## config.mk

```make
export PLATFORM = sky130hd
export DESIGN_NAME = client_keepalive_table_top_flat
export DESIGN_NICKNAME = d
export VERILOG_FILES = /design/src/rtl/core/ckt_pkg.sv /design/src/rtl/core/ckt_in_if.sv /design/src/rtl/core/ckt_out_if.sv /design/src/rtl/core/ckt_cfg_if.sv /design/src/rtl/core/ckt_store.sv /design/src/rtl/core/ckt_due_unit.sv /design/src/rtl/core/ckt_ctrl.sv /design/src/rtl/core/client_keepalive_table_top.sv /design/src/flat_wrapper.sv
export SDC_FILE = /design/constraint.sdc
export NUM_CORES = 1
export LEC_CHECK = 0
export ABC_AREA = 1
export BUFFER_PORTS_ARGS = -buffer_cell sky130_fd_sc_hd__buf_4
export CORE_MARGIN = 3
export CORE_UTILIZATION = 45
export CTS_CLUSTER_SIZE = 28
export DETAILED_ROUTE_END_ITERATION = 12
export GPL_TIMING_DRIVEN = 0
export HOLD_SLACK_MARGIN = 0.06
export PLACE_DENSITY_LB_ADDON = 0.25
export SYNTH_ARGS = -nofsm -noshare
export SYNTH_HDL_FRONTEND = slang
export SYNTH_HIERARCHICAL = 1
export SYNTH_SLANG_ARGS = --single-unit
export TNS_END_PERCENT = 5
```

## constraint.sdc

```tcl
create_clock -name clk -period 16.7 [get_ports clk]
set_clock_uncertainty 0.15 [all_clocks]
set_input_delay 5.01 -clock clk [delete_from_list [all_inputs] [get_ports clk]]
set_output_delay 5.01 -clock clk [all_outputs]
set_load 0.01 [all_outputs]
```

## src/rtl/core/ckt_pkg.sv

```systemverilog
// Shared constants, codes and types of the client keepalive table.
// No dependencies; imported by every module of the block.
package ckt_pkg;

  localparam int CLIENT_SLOTS = 2;
  localparam int SLOT_IDX_W   = (CLIENT_SLOTS > 1) ? $clog2(CLIENT_SLOTS) : 1;

  localparam logic [SLOT_IDX_W-1:0] PTR_LAST = SLOT_IDX_W'(CLIENT_SLOTS - 1);
  localparam logic [4:0]            SLOT_LIMIT = 5'(CLIENT_SLOTS);

  // opcodes
  localparam logic [2:0] OP_ADD    = 3'd0;
  localparam logic [2:0] OP_REMOVE = 3'd1;
  localparam logic [2:0] OP_TICK   = 3'd2;
  localparam logic [2:0] OP_PONG   = 3'd3;
  localparam logic [2:0] OP_TOPICS = 3'd4;
  localparam logic [2:0] OP_QUERY  = 3'd5;

  // result status
  localparam logic [1:0] ST_OK   = 2'd0;
  localparam logic [1:0] ST_FULL = 2'd1;
  localparam logic [1:0] ST_BAD  = 2'd2;

  // configuration register indexes
  localparam logic [1:0] CFG_PING_INTERVAL  = 2'd0;
  localparam logic [1:0] CFG_MISS_LIMIT     = 2'd1;
  localparam logic [1:0] CFG_DEFAULT_TOPICS = 2'd2;

  localparam logic [31:0] RST_PING_INTERVAL  = 32'd10000;
  localparam logic [7:0]  RST_MISS_LIMIT     = 8'd2;
  localparam logic [6:0]  RST_DEFAULT_TOPICS = 7'd127;

  // slot store write kinds
  localparam logic [2:0] WR_NONE   = 3'd0;
  localparam logic [2:0] WR_ADD    = 3'd1;
  localparam logic [2:0] WR_FREE   = 3'd2;
  localparam logic [2:0] WR_MISSED = 3'd3;
  localparam logic [2:0] WR_TOPICS = 3'd4;
  localparam logic [2:0] WR_PING   = 3'd5;

  typedef struct packed {
    logic [31:0] ping_interval;
    logic [7:0]  miss_limit;
    logic [6:0]  default_topics;
  } cfg_t;

  typedef struct packed {
    logic        in_use;
    logic [6:0]  topics;
    logic [63:0] last_ping;
    logic [7:0]  missed;
  } slot_rd_t;

  typedef struct packed {
    logic [2:0]            kind;
    logic [SLOT_IDX_W-1:0] idx;
    logic [6:0]            topics;
    logic [63:0]           now;
    logic [7:0]            missed;
  } slot_wr_t;

  typedef struct packed {
    logic [1:0] status;
    logic [3:0] result_slot;
    logic       ping_due;
    logic [4:0] client_count;
    logic [6:0] slot_topics;
    logic       expired;
    logic       last;
  } res_t;

endpackage

```

## src/rtl/core/ckt_in_if.sv

```systemverilog
// Command channel of the client keepalive table.
// No dependencies.
interface ckt_in_if;
  logic        valid;
  logic        ready;
  logic [2:0]  opcode;
  logic [3:0]  slot;
  logic [63:0] now_ms;
  logic [6:0]  topic_mask;

  modport source (output valid, output opcode, output slot, output now_ms,
                  output topic_mask, input ready);
  modport sink (input valid, input opcode, input slot, input now_ms,
                input topic_mask, output ready);
endinterface

```

## src/rtl/core/ckt_out_if.sv

```systemverilog
// Result channel of the client keepalive table.
// No dependencies.
interface ckt_out_if;
  logic       valid;
  logic       ready;
  logic [1:0] status;
  logic [3:0] result_slot;
  logic       ping_due;
  logic [4:0] client_count;
  logic [6:0] slot_topics;
  logic       expired;
  logic       last;

  modport source (output valid, output status, output result_slot, output ping_due,
                  output client_count, output slot_topics, output expired,
                  output last, input ready);
  modport sink (input valid, input status, input result_slot, input ping_due,
                input client_count, input slot_topics, input expired,
                input last, output ready);
endinterface

```

## src/rtl/core/ckt_cfg_if.sv

```systemverilog
// Configuration write channel of the client keepalive table.
// No dependencies.
interface ckt_cfg_if;
  logic        valid;
  logic        ready;
  logic [1:0]  index;
  logic [31:0] data;

  modport source (output valid, output index, output data, input ready);
  modport sink (input valid, input index, input data, output ready);
endinterface

```

## src/rtl/core/ckt_store.sv

```systemverilog
// Per-slot state of the keepalive table: use bits, topic masks, ping times, miss counts.
// Depends on ckt_pkg.
module ckt_store (
  input  logic                              clk,
  input  logic                              rst_n,
  input  ckt_pkg::slot_wr_t                 wr,
  input  logic [ckt_pkg::SLOT_IDX_W-1:0]    rd_idx,
  output ckt_pkg::slot_rd_t                 rd
);
  import ckt_pkg::*;

  logic [CLIENT_SLOTS-1:0] in_use_r;
  logic [6:0]              topics_r [CLIENT_SLOTS];
  logic [63:0]             last_r   [CLIENT_SLOTS];
  logic [7:0]              missed_r [CLIENT_SLOTS];

  always_ff @(posedge clk) begin
    if (!rst_n) begin
      in_use_r <= '0;
    end else begin
      case (wr.kind)
        WR_ADD:  in_use_r[wr.idx] <= 1'b1;
        WR_FREE: in_use_r[wr.idx] <= 1'b0;
        default: ;
      endcase
    end
  end

  always_ff @(posedge clk) begin
    case (wr.kind)
      WR_ADD: begin
        topics_r[wr.idx] <= wr.topics;
        last_r[wr.idx]   <= wr.now;
        missed_r[wr.idx] <= wr.missed;
      end
      WR_MISSED: missed_r[wr.idx] <= wr.missed;
      WR_TOPICS: topics_r[wr.idx] <= wr.topics;
      WR_PING: begin
        last_r[wr.idx]   <= wr.now;
        missed_r[wr.idx] <= wr.missed;
      end
      default: ;
    endcase
  end

  assign rd.in_use    = in_use_r[rd_idx];
  assign rd.topics    = topics_r[rd_idx];
  assign rd.last_ping = last_r[rd_idx];
  assign rd.missed    = missed_r[rd_idx];

endmodule

```

## src/rtl/core/ckt_due_unit.sv

```systemverilog
// Shared elapsed-time compare: is a slot's ping due at the current time.
// Depends on ckt_pkg.
module ckt_due_unit (
  input  ckt_pkg::slot_rd_t rd,
  input  logic [63:0]       now,
  input  logic [31:0]       interval,
  output logic              due
);
  import ckt_pkg::*;

  logic [63:0] elapsed;

  // elapsed wraps modulo 2^64; interval fits in the low word
  assign elapsed = now - rd.last_ping;
  assign due     = rd.in_use && ((|elapsed[63:32]) || (elapsed[31:0] >= interval));

endmodule

```

## src/rtl/core/ckt_ctrl.sv

```systemverilog
// Keepalive table sequencer: walks slots one per cycle unless stalled, drives the
// store and due unit and holds results in an output register. Depends on ckt_pkg.
module ckt_ctrl (
  input  logic                              clk,
  input  logic                              rst_n,
  ckt_in_if.sink                            in_ch,
  ckt_out_if.source                         out_ch,
  input  ckt_pkg::cfg_t                     cfg,
  input  ckt_pkg::slot_rd_t                 rd,
  input  logic                              due,
  output logic [ckt_pkg::SLOT_IDX_W-1:0]    rd_idx,
  output ckt_pkg::slot_wr_t                 wr,
  output logic [63:0]                       now
);
  import ckt_pkg::*;

  localparam logic [2:0] S_IDLE = 3'd0;
  localparam logic [2:0] S_SLOT = 3'd1;
  localparam logic [2:0] S_ADD  = 3'd2;
  localparam logic [2:0] S_TICK = 3'd3;
  localparam logic [2:0] S_TEND = 3'd4;

  logic [2:0]            state_r, state_nxt;
  logic [2:0]            op_r, op_nxt;
  logic [3:0]            slot_r, slot_nxt;
  logic [63:0]           now_r, now_nxt;
  logic [6:0]            mask_r, mask_nxt;
  logic [SLOT_IDX_W-1:0] ptr_r, ptr_nxt;
  logic [4:0]            cnt_r, cnt_nxt;
  logic                  pend_v_r, pend_v_nxt;
  res_t                  pend_r, pend_nxt;
  logic                  out_v_r, out_v_nxt;
  res_t                  out_r, out_nxt;
  res_t                  res;
  logic                  push;
  logic                  adv;
  logic                  can_push;
  logic                  slot_ok;
  logic [7:0]            miss_sat;

  assign can_push = !out_v_r || out_ch.ready;
  assign rd_idx   = (state_r == S_SLOT) ? slot_r[SLOT_IDX_W-1:0] : ptr_r;
  assign slot_ok  = ({1'b0, slot_r} < SLOT_LIMIT) && rd.in_use;
  assign miss_sat = (rd.missed == 8'hFF) ? 8'hFF : rd.missed + 8'd1;
  assign now      = now_r;

  always_comb begin
    state_nxt  = state_r;
    op_nxt     = op_r;
    slot_nxt   = slot_r;
    now_nxt    = now_r;
    mask_nxt   = mask_r;
    ptr_nxt    = ptr_r;
    cnt_nxt    = cnt_r;
    pend_v_nxt = pend_v_r;
    pend_nxt   = pend_r;
    out_v_nxt  = out_v_r;
    out_nxt    = out_r;
    push       = 1'b0;
    adv        = 1'b0;
    res        = '0;
    res.client_count = cnt_r;
    res.last   = 1'b1;
    wr.kind    = WR_NONE;
    wr.idx     = rd_idx;
    wr.topics  = cfg.default_topics;
    wr.now     = now_r;
    wr.missed  = 8'd0;

    if (out_v_r && out_ch.ready) begin
      out_v_nxt = 1'b0;
    end

    case (state_r)
      S_IDLE: begin
        if (in_ch.valid) begin
          op_nxt     = in_ch.opcode;
          slot_nxt   = in_ch.slot;
          now_nxt    = in_ch.now_ms;
          mask_nxt   = in_ch.topic_mask;
          ptr_nxt    = '0;
          pend_v_nxt = 1'b0;
          case (in_ch.opcode)
            OP_ADD:  state_nxt = S_ADD;
            OP_TICK: state_nxt = S_TICK;
            OP_REMOVE, OP_PONG, OP_TOPICS, OP_QUERY: state_nxt = S_SLOT;
            default: state_nxt = S_IDLE;
          endcase
        end
      end

      S_SLOT: begin
        if (can_push) begin
          push            = 1'b1;
          state_nxt       = S_IDLE;
          res.result_slot = slot_r;
          if (!slot_ok) begin
            res.status = ST_BAD;
          end else begin
            case (op_r)
              OP_REMOVE: begin
                wr.kind          = WR_FREE;
                cnt_nxt          = cnt_r - 5'd1;
                res.client_count = cnt_r - 5'd1;
              end
              OP_PONG: begin
                wr.kind         = WR_MISSED;
                res.slot_topics = rd.topics;
              end
              OP_TOPICS: begin
                wr.kind         = WR_TOPICS;
                wr.topics       = mask_r;
                res.slot_topics = mask_r;
                res.expired     = rd.missed > cfg.miss_limit;
              end
              default: begin
                res.slot_topics = rd.topics;
                res.expired     = rd.missed > cfg.miss_limit;
              end
            endcase
          end
        end
      end

      S_ADD: begin
        if (!rd.in_use) begin
          if (can_push) begin
            wr.kind          = WR_ADD;
            cnt_nxt          = cnt_r + 5'd1;
            push             = 1'b1;
            res.result_slot  = 4'(ptr_r);
            res.client_count = cnt_r + 5'd1;
            res.slot_topics  = cfg.default_topics;
            state_nxt        = S_IDLE;
          end
        end else if (ptr_r == PTR_LAST) begin
          if (can_push) begin
            push       = 1'b1;
            res.status = ST_FULL;
            state_nxt  = S_IDLE;
          end
        end else begin
          ptr_nxt = ptr_r + SLOT_IDX_W'(1);
        end
      end

      S_TICK: begin
        if (due) begin
          // hold the latest ping result back so the final one can carry last
          if (!pend_v_r || can_push) begin
            if (pend_v_r) begin
              push = 1'b1;
              res  = pend_r;
            end
            wr.kind               = WR_PING;
            wr.missed             = miss_sat;
            pend_v_nxt            = 1'b1;
            pend_nxt              = '0;
            pend_nxt.result_slot  = 4'(ptr_r);
            pend_nxt.ping_due     = 1'b1;
            pend_nxt.client_count = cnt_r;
            pend_nxt.slot_topics  = rd.topics;
            pend_nxt.expired      = miss_sat > cfg.miss_limit;
            adv                   = 1'b1;
          end
        end else begin
          adv = 1'b1;
        end
        if (adv) begin
          if (ptr_r == PTR_LAST) begin
            state_nxt = S_TEND;
          end else begin
            ptr_nxt = ptr_r + SLOT_IDX_W'(1);
          end
        end
      end

      S_TEND: begin
        if (can_push) begin
          push = 1'b1;
          if (pend_v_r) begin
            res      = pend_r;
            res.last = 1'b1;
          end
          pend_v_nxt = 1'b0;
          state_nxt  = S_IDLE;
        end
      end

      default: state_nxt = S_IDLE;
    endcase

    if (push) begin
      out_v_nxt = 1'b1;
      out_nxt   = res;
    end
  end

  always_ff @(posedge clk) begin
    if (!rst_n) begin
      state_r  <= S_IDLE;
      cnt_r    <= 5'd0;
      pend_v_r <= 1'b0;
      out_v_r  <= 1'b0;
    end else begin
      state_r  <= state_nxt;
      cnt_r    <= cnt_nxt;
      pend_v_r <= pend_v_nxt;
      out_v_r  <= out_v_nxt;
    end
  end

  always_ff @(posedge clk) begin
    op_r   <= op_nxt;
    slot_r <= slot_nxt;
    now_r  <= now_nxt;
    mask_r <= mask_nxt;
    ptr_r  <= ptr_nxt;
    pend_r <= pend_nxt;
    out_r  <= out_nxt;
  end

  assign in_ch.ready         = (state_r == S_IDLE);
  assign out_ch.valid        = out_v_r;
  assign out_ch.status       = out_r.status;
  assign out_ch.result_slot  = out_r.result_slot;
  assign out_ch.ping_due     = out_r.ping_due;
  assign out_ch.client_count = out_r.client_count;
  assign out_ch.slot_topics  = out_r.slot_topics;
  assign out_ch.expired      = out_r.expired;
  assign out_ch.last         = out_r.last;

endmodule

```

## src/rtl/core/client_keepalive_table_top.sv

```systemverilog
// Channel   Dir  Handshake     Payload
// in_ch     in   valid/ready   opcode, slot, now_ms, topic_mask
// out_ch    out  valid/ready   status, result_slot, ping_due, client_count,
//                              slot_topics, expired, last
// cfg_ch    in   valid/ready   index, data (always ready)
//
// A transaction is taken only while the sequencer is idle; add and tick then visit
// slots one per cycle, tick through the shared elapsed-time compare; remove, pong,
// set-topics and query use the named slot. Input is ready again once the result is
// registered. Reset clears the use bits and client count and loads the reset config.
// A full output register stalls the sequencer until the result is taken.
// Top level: configuration registers and the sequencer, store and due unit.
// Depends on ckt_pkg, the channel interfaces, ckt_ctrl, ckt_store, ckt_due_unit.
module client_keepalive_table_top (
  input  logic       clk,
  input  logic       rst_n,
  ckt_in_if.sink     in_ch,
  ckt_out_if.source  out_ch,
  ckt_cfg_if.sink    cfg_ch
);
  import ckt_pkg::*;

  cfg_t                  cfg_r, cfg_nxt;
  slot_rd_t              rd;
  slot_wr_t              wr;
  logic [SLOT_IDX_W-1:0] rd_idx;
  logic                  due;
  logic [63:0]           now;

  assign cfg_ch.ready = 1'b1;

  always_comb begin
    cfg_nxt = cfg_r;
    if (cfg_ch.valid) begin
      case (cfg_ch.index)
        CFG_PING_INTERVAL:  cfg_nxt.ping_interval  = cfg_ch.data;
        CFG_MISS_LIMIT:     cfg_nxt.miss_limit     = cfg_ch.data[7:0];
        CFG_DEFAULT_TOPICS: cfg_nxt.default_topics = cfg_ch.data[6:0];
        default: ;
      endcase
    end
  end

  always_ff @(posedge clk) begin
    if (!rst_n) begin
      cfg_r.ping_interval  <= RST_PING_INTERVAL;
      cfg_r.miss_limit     <= RST_MISS_LIMIT;
      cfg_r.default_topics <= RST_DEFAULT_TOPICS;
    end else begin
      cfg_r <= cfg_nxt;
    end
  end

  ckt_ctrl u_ctrl (
    .clk    (clk),
    .rst_n  (rst_n),
    .in_ch  (in_ch),
    .out_ch (out_ch),
    .cfg    (cfg_r),
    .rd     (rd),
    .due    (due),
    .rd_idx (rd_idx),
    .wr     (wr),
    .now    (now)
  );

  ckt_store u_store (
    .clk    (clk),
    .rst_n  (rst_n),
    .wr     (wr),
    .rd_idx (rd_idx),
    .rd     (rd)
  );

  ckt_due_unit u_due (
    .rd       (rd),
    .now      (now),
    .interval (cfg_r.ping_interval),
    .due      (due)
  );

endmodule

```

## src/flat_wrapper.sv

```systemverilog
// flat-port wrapper written by rule: the top's interface ports become plain ports
module client_keepalive_table_top_flat import ckt_pkg::*;
  (clk, rst_n, in_ch_valid, in_ch_opcode, in_ch_slot, in_ch_now_ms, in_ch_topic_mask, in_ch_ready, out_ch_valid, out_ch_status, out_ch_result_slot, out_ch_ping_due, out_ch_client_count, out_ch_slot_topics, out_ch_expired, out_ch_last, out_ch_ready, cfg_ch_valid, cfg_ch_index, cfg_ch_data, cfg_ch_ready);
  ckt_in_if in_ch_i ();
  ckt_out_if out_ch_i ();
  ckt_cfg_if cfg_ch_i ();
  input  logic clk;
  input  logic rst_n;
  input wire logic [$bits(in_ch_i.valid)-1:0] in_ch_valid;
  input wire logic [$bits(in_ch_i.opcode)-1:0] in_ch_opcode;
  input wire logic [$bits(in_ch_i.slot)-1:0] in_ch_slot;
  input wire logic [$bits(in_ch_i.now_ms)-1:0] in_ch_now_ms;
  input wire logic [$bits(in_ch_i.topic_mask)-1:0] in_ch_topic_mask;
  output wire logic [$bits(in_ch_i.ready)-1:0] in_ch_ready;
  output wire logic [$bits(out_ch_i.valid)-1:0] out_ch_valid;
  output wire logic [$bits(out_ch_i.status)-1:0] out_ch_status;
  output wire logic [$bits(out_ch_i.result_slot)-1:0] out_ch_result_slot;
  output wire logic [$bits(out_ch_i.ping_due)-1:0] out_ch_ping_due;
  output wire logic [$bits(out_ch_i.client_count)-1:0] out_ch_client_count;
  output wire logic [$bits(out_ch_i.slot_topics)-1:0] out_ch_slot_topics;
  output wire logic [$bits(out_ch_i.expired)-1:0] out_ch_expired;
  output wire logic [$bits(out_ch_i.last)-1:0] out_ch_last;
  input wire logic [$bits(out_ch_i.ready)-1:0] out_ch_ready;
  input wire logic [$bits(cfg_ch_i.valid)-1:0] cfg_ch_valid;
  input wire logic [$bits(cfg_ch_i.index)-1:0] cfg_ch_index;
  input wire logic [$bits(cfg_ch_i.data)-1:0] cfg_ch_data;
  output wire logic [$bits(cfg_ch_i.ready)-1:0] cfg_ch_ready;
  assign in_ch_i.valid = in_ch_valid;
  assign in_ch_i.opcode = in_ch_opcode;
  assign in_ch_i.slot = in_ch_slot;
  assign in_ch_i.now_ms = in_ch_now_ms;
  assign in_ch_i.topic_mask = in_ch_topic_mask;
  assign in_ch_ready = in_ch_i.ready;
  assign out_ch_valid = out_ch_i.valid;
  assign out_ch_status = out_ch_i.status;
  assign out_ch_result_slot = out_ch_i.result_slot;
  assign out_ch_ping_due = out_ch_i.ping_due;
  assign out_ch_client_count = out_ch_i.client_count;
  assign out_ch_slot_topics = out_ch_i.slot_topics;
  assign out_ch_expired = out_ch_i.expired;
  assign out_ch_last = out_ch_i.last;
  assign out_ch_i.ready = out_ch_ready;
  assign cfg_ch_i.valid = cfg_ch_valid;
  assign cfg_ch_i.index = cfg_ch_index;
  assign cfg_ch_i.data = cfg_ch_data;
  assign cfg_ch_ready = cfg_ch_i.ready;
  client_keepalive_table_top u_core (.clk(clk), .rst_n(rst_n), .in_ch(in_ch_i), .out_ch(out_ch_i), .cfg_ch(cfg_ch_i));
endmodule
```

* Word-level counts from Yosys, hierarchy flattened
Memories as Yosys holds them, arrays and structs flattened.
Cells that the tools add are included.
** Word-level totals
- Register bits after elaboration :: 173
- Memories kept :: 3
- Bits of input ports :: 117
- Memory bits (writable) :: 158
** Cells by class
- Equality and inequality tests :: 32
- Bitwise logic cells :: 7
- Reduce and logical (&&, ||, !) cells :: 30
- $add $sub $neg :: 5
- Mux-type cells :: 92
- Order comparisons :: 6
** Memory list
- u_core.u_store.last_r :: words 2, bits a word 64, read ports 1, clocked after memory_dff 0, write ports 1, RTL line ckt_store.sv:14 : logic [63:0] last_r [CLIENT_SLOTS];
- u_core.u_store.missed_r :: words 2, bits a word 8, read ports 1, clocked after memory_dff 0, write ports 1, RTL line ckt_store.sv:15 : logic [7:0] missed_r [CLIENT_SLOTS];
- u_core.u_store.topics_r :: words 2, bits a word 7, read ports 1, clocked after memory_dff 0, write ports 1, RTL line ckt_store.sv:13 : logic [6:0] topics_r [CLIENT_SLOTS];
** Operators by type and width (count)
- 16-bit two-way mux :: 4
- 64-bit two-way mux :: 1
- 64-bit subtractor :: 1
- 8-bit two-way mux :: 6
- 12-bit case mux with 4 select lines :: 1
- 1-bit two-way mux :: 37
- 7-bit two-way mux :: 5
- 32-bit greater-or-equal comparator :: 1
- 32-bit OR reduction :: 1
- 3-bit two-way mux :: 10
- 13-bit two-way mux :: 2
- 5-bit two-way mux :: 5
- 12-bit two-way mux :: 2
- 6-bit case mux with 4 select lines :: 1
- 3-bit by 2-bit equality test with 1-bit output, second input constant :: 7
- 21-bit two-way mux :: 1
- 2-bit != test, second input constant :: 10
- 3-bit equality test, second input constant :: 6
- 3-bit case mux with 3 select lines :: 2
- 8-bit greater-than comparator :: 2
- 7-bit case mux with 2 select lines :: 1
- 3-bit by 1-bit equality test with 1-bit output, second input constant :: 4
- 1-bit case mux with 3 select lines :: 4
- 3-bit case mux with 4 select lines :: 1
- other kinds (37) :: 57

* Depth between registers and ports, before layout
An unclocked memory read counts as a cell.
- Depth in word-level cells :: 14
- Depth in mapped cells :: 42

* Modules after synthesis
Netlist, hierarchy kept.
** By module, submodules not included
- ckt_due_unit :: cells an instance 1522, instances 1, area each 7234.4 um^2
- ckt_store :: cells an instance 273, instances 1, area each 6257.3 um^2
- ckt_ctrl :: cells an instance 592, instances 1, area each 6103.4 um^2
- client_keepalive_table_top :: cells an instance 285, instances 1, area each 1998.2 um^2

* Worst setup path before layout
Ideal clock, no wire load.
- Path type :: input-to-reg
- From :: in out_ch_ready
- To :: mem u_core.u_store.last_r[0][0], enable pin
- Path slack :: 7151 ps
- Library setup time :: 486 ps
- Cell stages on the path :: 12
- Arrival :: 8913 ps
- Data required time :: 16064 ps
- Cells stage by stage :: inv_1 -> nand2_2 -> inv_1 -> nor2_4 -> nand2_2 -> inv_2 -> nand2_1 -> o21ai_1 -> inv_1 -> nor2_1 -> inv_1 -> nor2_1
** RTL lines
- start: declaration :: RTL line flat_wrapper.sv:23 : input wire logic [$bits(out_ch_i.ready)-1:0] out_ch_ready;
- end: declaration :: RTL line ckt_store.sv:14

==> key figures <==
Synthesis
  – Sequential area share after synthesis: 43.30%
  – Syn Nets: 2904
  – Top cells by area, synth: edfxtp_1, nand2_1, inv_1
  – Leading area contributor after synthesis: edfxtp_1
  – Synth unique cells: 46
  – Synthesized cell area: 21590 um^2
  – Synth top area share: a little under two fifths
  – Synth Area per Inst: between 8 and 9 um^2
  – Post-Syn Instances: 2672
  – Synthesis-stage register bit count: 331
  – Yosys Warn Count: 6

Finish
  – Share of layout cells above drive strength 1: between 10% and 20%
  – Most frequent cells in the layout: nand2_1, inv_1, edfxtp_1, buf_4, nor2_1
  – Most common cell after layout, fill and taps aside: nand2_1
  – Synth-to-layout area growth: 14.53%
  – Ant diodes: 0
  – Final net count: 3087

Clocking
  – Post-CTS Setup Inserts: 0
  – CTS root buf: clkbuf_16
  – Clock transition at path regs: around 0.06 ns
  – Max Root-Sink Buffers: 3
  – Post-CTS sizing: 0
  – H-tree depth: 2
  – CTS buffer count: 37
  – Clock sinks: 331
  – CTS Hold Bufs: 0
  – CTS tree: done
  – Clock Latency Late Sink: 0.56 ns

Global route
  – Largest net degree at the start of global routing: 37
  – Initial antenna violation count: 0
  – Vias in the first global route: 16300
  – Gr ovfl total: 0
  – Total track usage: between 20% and 30%
  – First-pass GRT wire length: around 85 mm

Worst setup path
  – Largest stage delay on the critical path: 0.53 ns
  – Worst path required time: 16.79 ns
  – CP max FO: 31
  – Top delay family on crit path: simple AND/OR/NAND/NOR gates
  – Reg2Reg Launch Point: u_core/u_ctrl/state_r[1]$_SDFFE_PN0P_
  – Worst reg2reg setup slack: 9.04 ns
  – Crit path top cell by count: nand2_1
  – Critical Path Source Type: flop
  – Critical Path Sink Type: flop
  – Buffers and inverters on the worst path: 11
  – Reg2reg path depth: 40
  – Worst path slowest cell: nor2_4
  – Reg2Reg Capture Point: u_core/u_store/last_r[0][34]$_DFFE_PP_
  – Kind of critical path: flop to flop
  – Crit path arrival time: 7.76 ns

Timing
  – Final min period: 7.664 ns
  – Fin crit share: 45.89%
  – Setup TNS: 0 ns
  – Fmax: 130.5 MHz
  – Slew @ Worst Pin: ~0.87 ns
  – Final hold violation count: 0
  – Final Max Slew Viols: 0
  – # setup viols final: 0
  – Slew headroom: 41.89%
  – Hold slack final: 0.2849 ns
  – RSZ-0062 raised after global routing: no

Place
  – GPL Wtd Cong: a little over 0.9
  – Post-DP HPWL: 44.04 mm
  – IO Port Bufs: 137

Drt
  – Routed Antenna Nets: 0
  – Drt via density: 4.819
  – Final wirelength: 54.13 mm
  – Vias post-DR: roughly 17000
  – DRC: 0
  – DRT Pass-1 Iters: 5
  – WL/cell: 15.51 um
  – Drt initial violations: 1133

Floorplan
  – Initial Util: 45.99%
  – Die height: roughly 230 um
  – Die ar.: 50650 um^2
  – Die W: approximately 230 um
  – Row count: 79
  – Ports: 141
  – Core footprint: approximately 47000 um^2

Flow run
  – Max_cap viols: 0

Hold path
  – Min-delay src: u_core/u_ctrl/cnt_r[2]$_SDFFE_PN0P_
  – Worst hold stages: 0
  – Hold/Removal Path Class: flop to flop
  – Hold Path Sink: u_core/u_ctrl/pend_r[11]$_DFFE_PP_

Outcome
  – Outcome: finished clean

Power and ir drop
  – Pleak: between 10 and 15 nW
  – Worst VDD drop: 0.0001157 V
  – P per Cell Area: between 200 and 250 nW/um^2
## Yosys cell counts, drive strengths merged
cell type	count
ha	114
a311oi	1
a21oi	103
o31a	1
inv	537
nand3b	8
fa	1
o211ai	3
clkbuf	8
or2	2
a31oi	1
nand2	856
o21bai	2
a21boi	1
xnor2	1
xor2	36
conb	1
o21ai	34
buf	94
nor2	250
nor3	26
nand4	33
edfxtp	272
nand3	138
dfxtp	59
and3	4
mux2	80
a211oi	2
o21a	1
nor4	3
## flip-flops by register name, indices dropped and copies added, names as in the netlist, 4 cells and up, named ones only
name,count
u_core/u_ctrl/slot_r,4
u_core/cfg_r,47
u_core/u_ctrl/now,64
u_core/u_store/missed_r,16
u_core/u_ctrl/mask_r,7
u_core/u_ctrl/cnt_r,5
u_core/u_store/topics_r,14
u_core/u_ctrl/out_ch.result_slot,4
u_core/u_ctrl/pend_r,14
u_core/u_ctrl/out_ch.client_count,5
u_core/u_ctrl/out_ch.slot_topics,7
u_core/u_store/last_r,128
## metrics by stage
| step | total power [mW] | instances | utilization, % | instance area, um^2 | worst slack (ns) |
|---|---|---|---|---|---|
| finish | 5.021 | 3490 | 52.67 | 24730 | 9.036 |
| global route | 5.481 | 3490 | 52.67 | 24730 | 8.390 |
| CTS | 5.065 | 3490 | 52.67 | 24730 | 8.991 |
| detailed placement | 4.237 | 3423 | 50.14 | 23540 | 8.612 |
| global placement | 4.179 | 3416 | 49.80 | 23380 | 4.757 |
| floorplan | 3.418 | 2672 | - | 21590 | 7.151 |
## cell families (layout without fill, tap and decap cells)
| family | count (synthesis) | in the layout | share of synthesized area (%) |
|---|---|---|---|
| adders and majority gates | 115 | 115 | 6.698 |
| buffers and inverters | 639 | 850 | 13.16 |
| and+or+nand+nor | 1320 | 1320 | 26.11 |
| xor gates and xnor gates | 37 | 37 | 1.501 |
| DFF | 331 | 331 | 43.30 |
| other | 1 | 1 | 0.01737 |
| AOI/OAI and AO/OA | 149 | 149 | 3.650 |
| muxes | 80 | 80 | 5.563 |
## final cells by class
cell class                 count  area (um^2)
clock inverter                24        237.7
multi-input combinational   1702         9428
inverter                     537         2018
clock buffer                  43        950.9
fill                        4475        22220
timing repair buffer         144         1164
buffer                       102        824.5
tap                          607        759.5
sequential                   331         9349
## power by group
group | switching [mW] | internal, mW
registers | 0.0737 | 1.14
clock network | 0.331 | 0.473
logic | 1.86 | 1.14
## worst max-delay path by stage
stage | start | to | depth (start not counted)
after global placement | out_ch_ready | u_core/u_store/last_r[0][22]$_DFFE_PP_ | 13
after detailed placement | out_ch_ready | u_core/u_store/last_r[0][23]$_DFFE_PP_ | 14
final | u_core/u_ctrl/state_r[1]$_SDFFE_PN0P_ | u_core/u_store/last_r[0][34]$_DFFE_PP_ | 40
after global routing | u_core/u_ctrl/state_r[1]$_SDFFE_PN0P_ | u_core/u_store/last_r[0][34]$_DFFE_PP_ | 40
after floorplan | out_ch_ready | u_core/u_store/last_r[0][0]$_DFFE_PP_ | 12
after CTS | u_core/u_ctrl/state_r[1]$_SDFFE_PN0P_ | u_core/u_store/last_r[0][32]$_DFFE_PP_ | 40
## worst reg2reg max path, delay by kind of cell, from the launching register on
| family | cells | cell delay (ns) |
|---|---|---|
| AO/OA/AOI/OAI | 4 | 0.82 |
| XOR/XNOR | 1 | 0.25 |
| flip-flops | 1 | 0.46 |
| multiplexers | 1 | 0.30 |
| buffers and inverters | 11 | 1.51 |
| adder cells (fa/ha/maj) | 2 | 0.64 |
| AND/OR/NAND/NOR | 21 | 3.22 |
## routing by layer
| layer | track usage (%) | share of wire [%] |
|---|---|---|
| met1 | 28.43 | 46 |
| met2 | 36.79 | 47 |
| met3 | 3.087 | 4.4 |
| met4 | 5.065 | 2.0 |
| met5 | 0 | 0 |
Power figures use the tool's default switching activity.
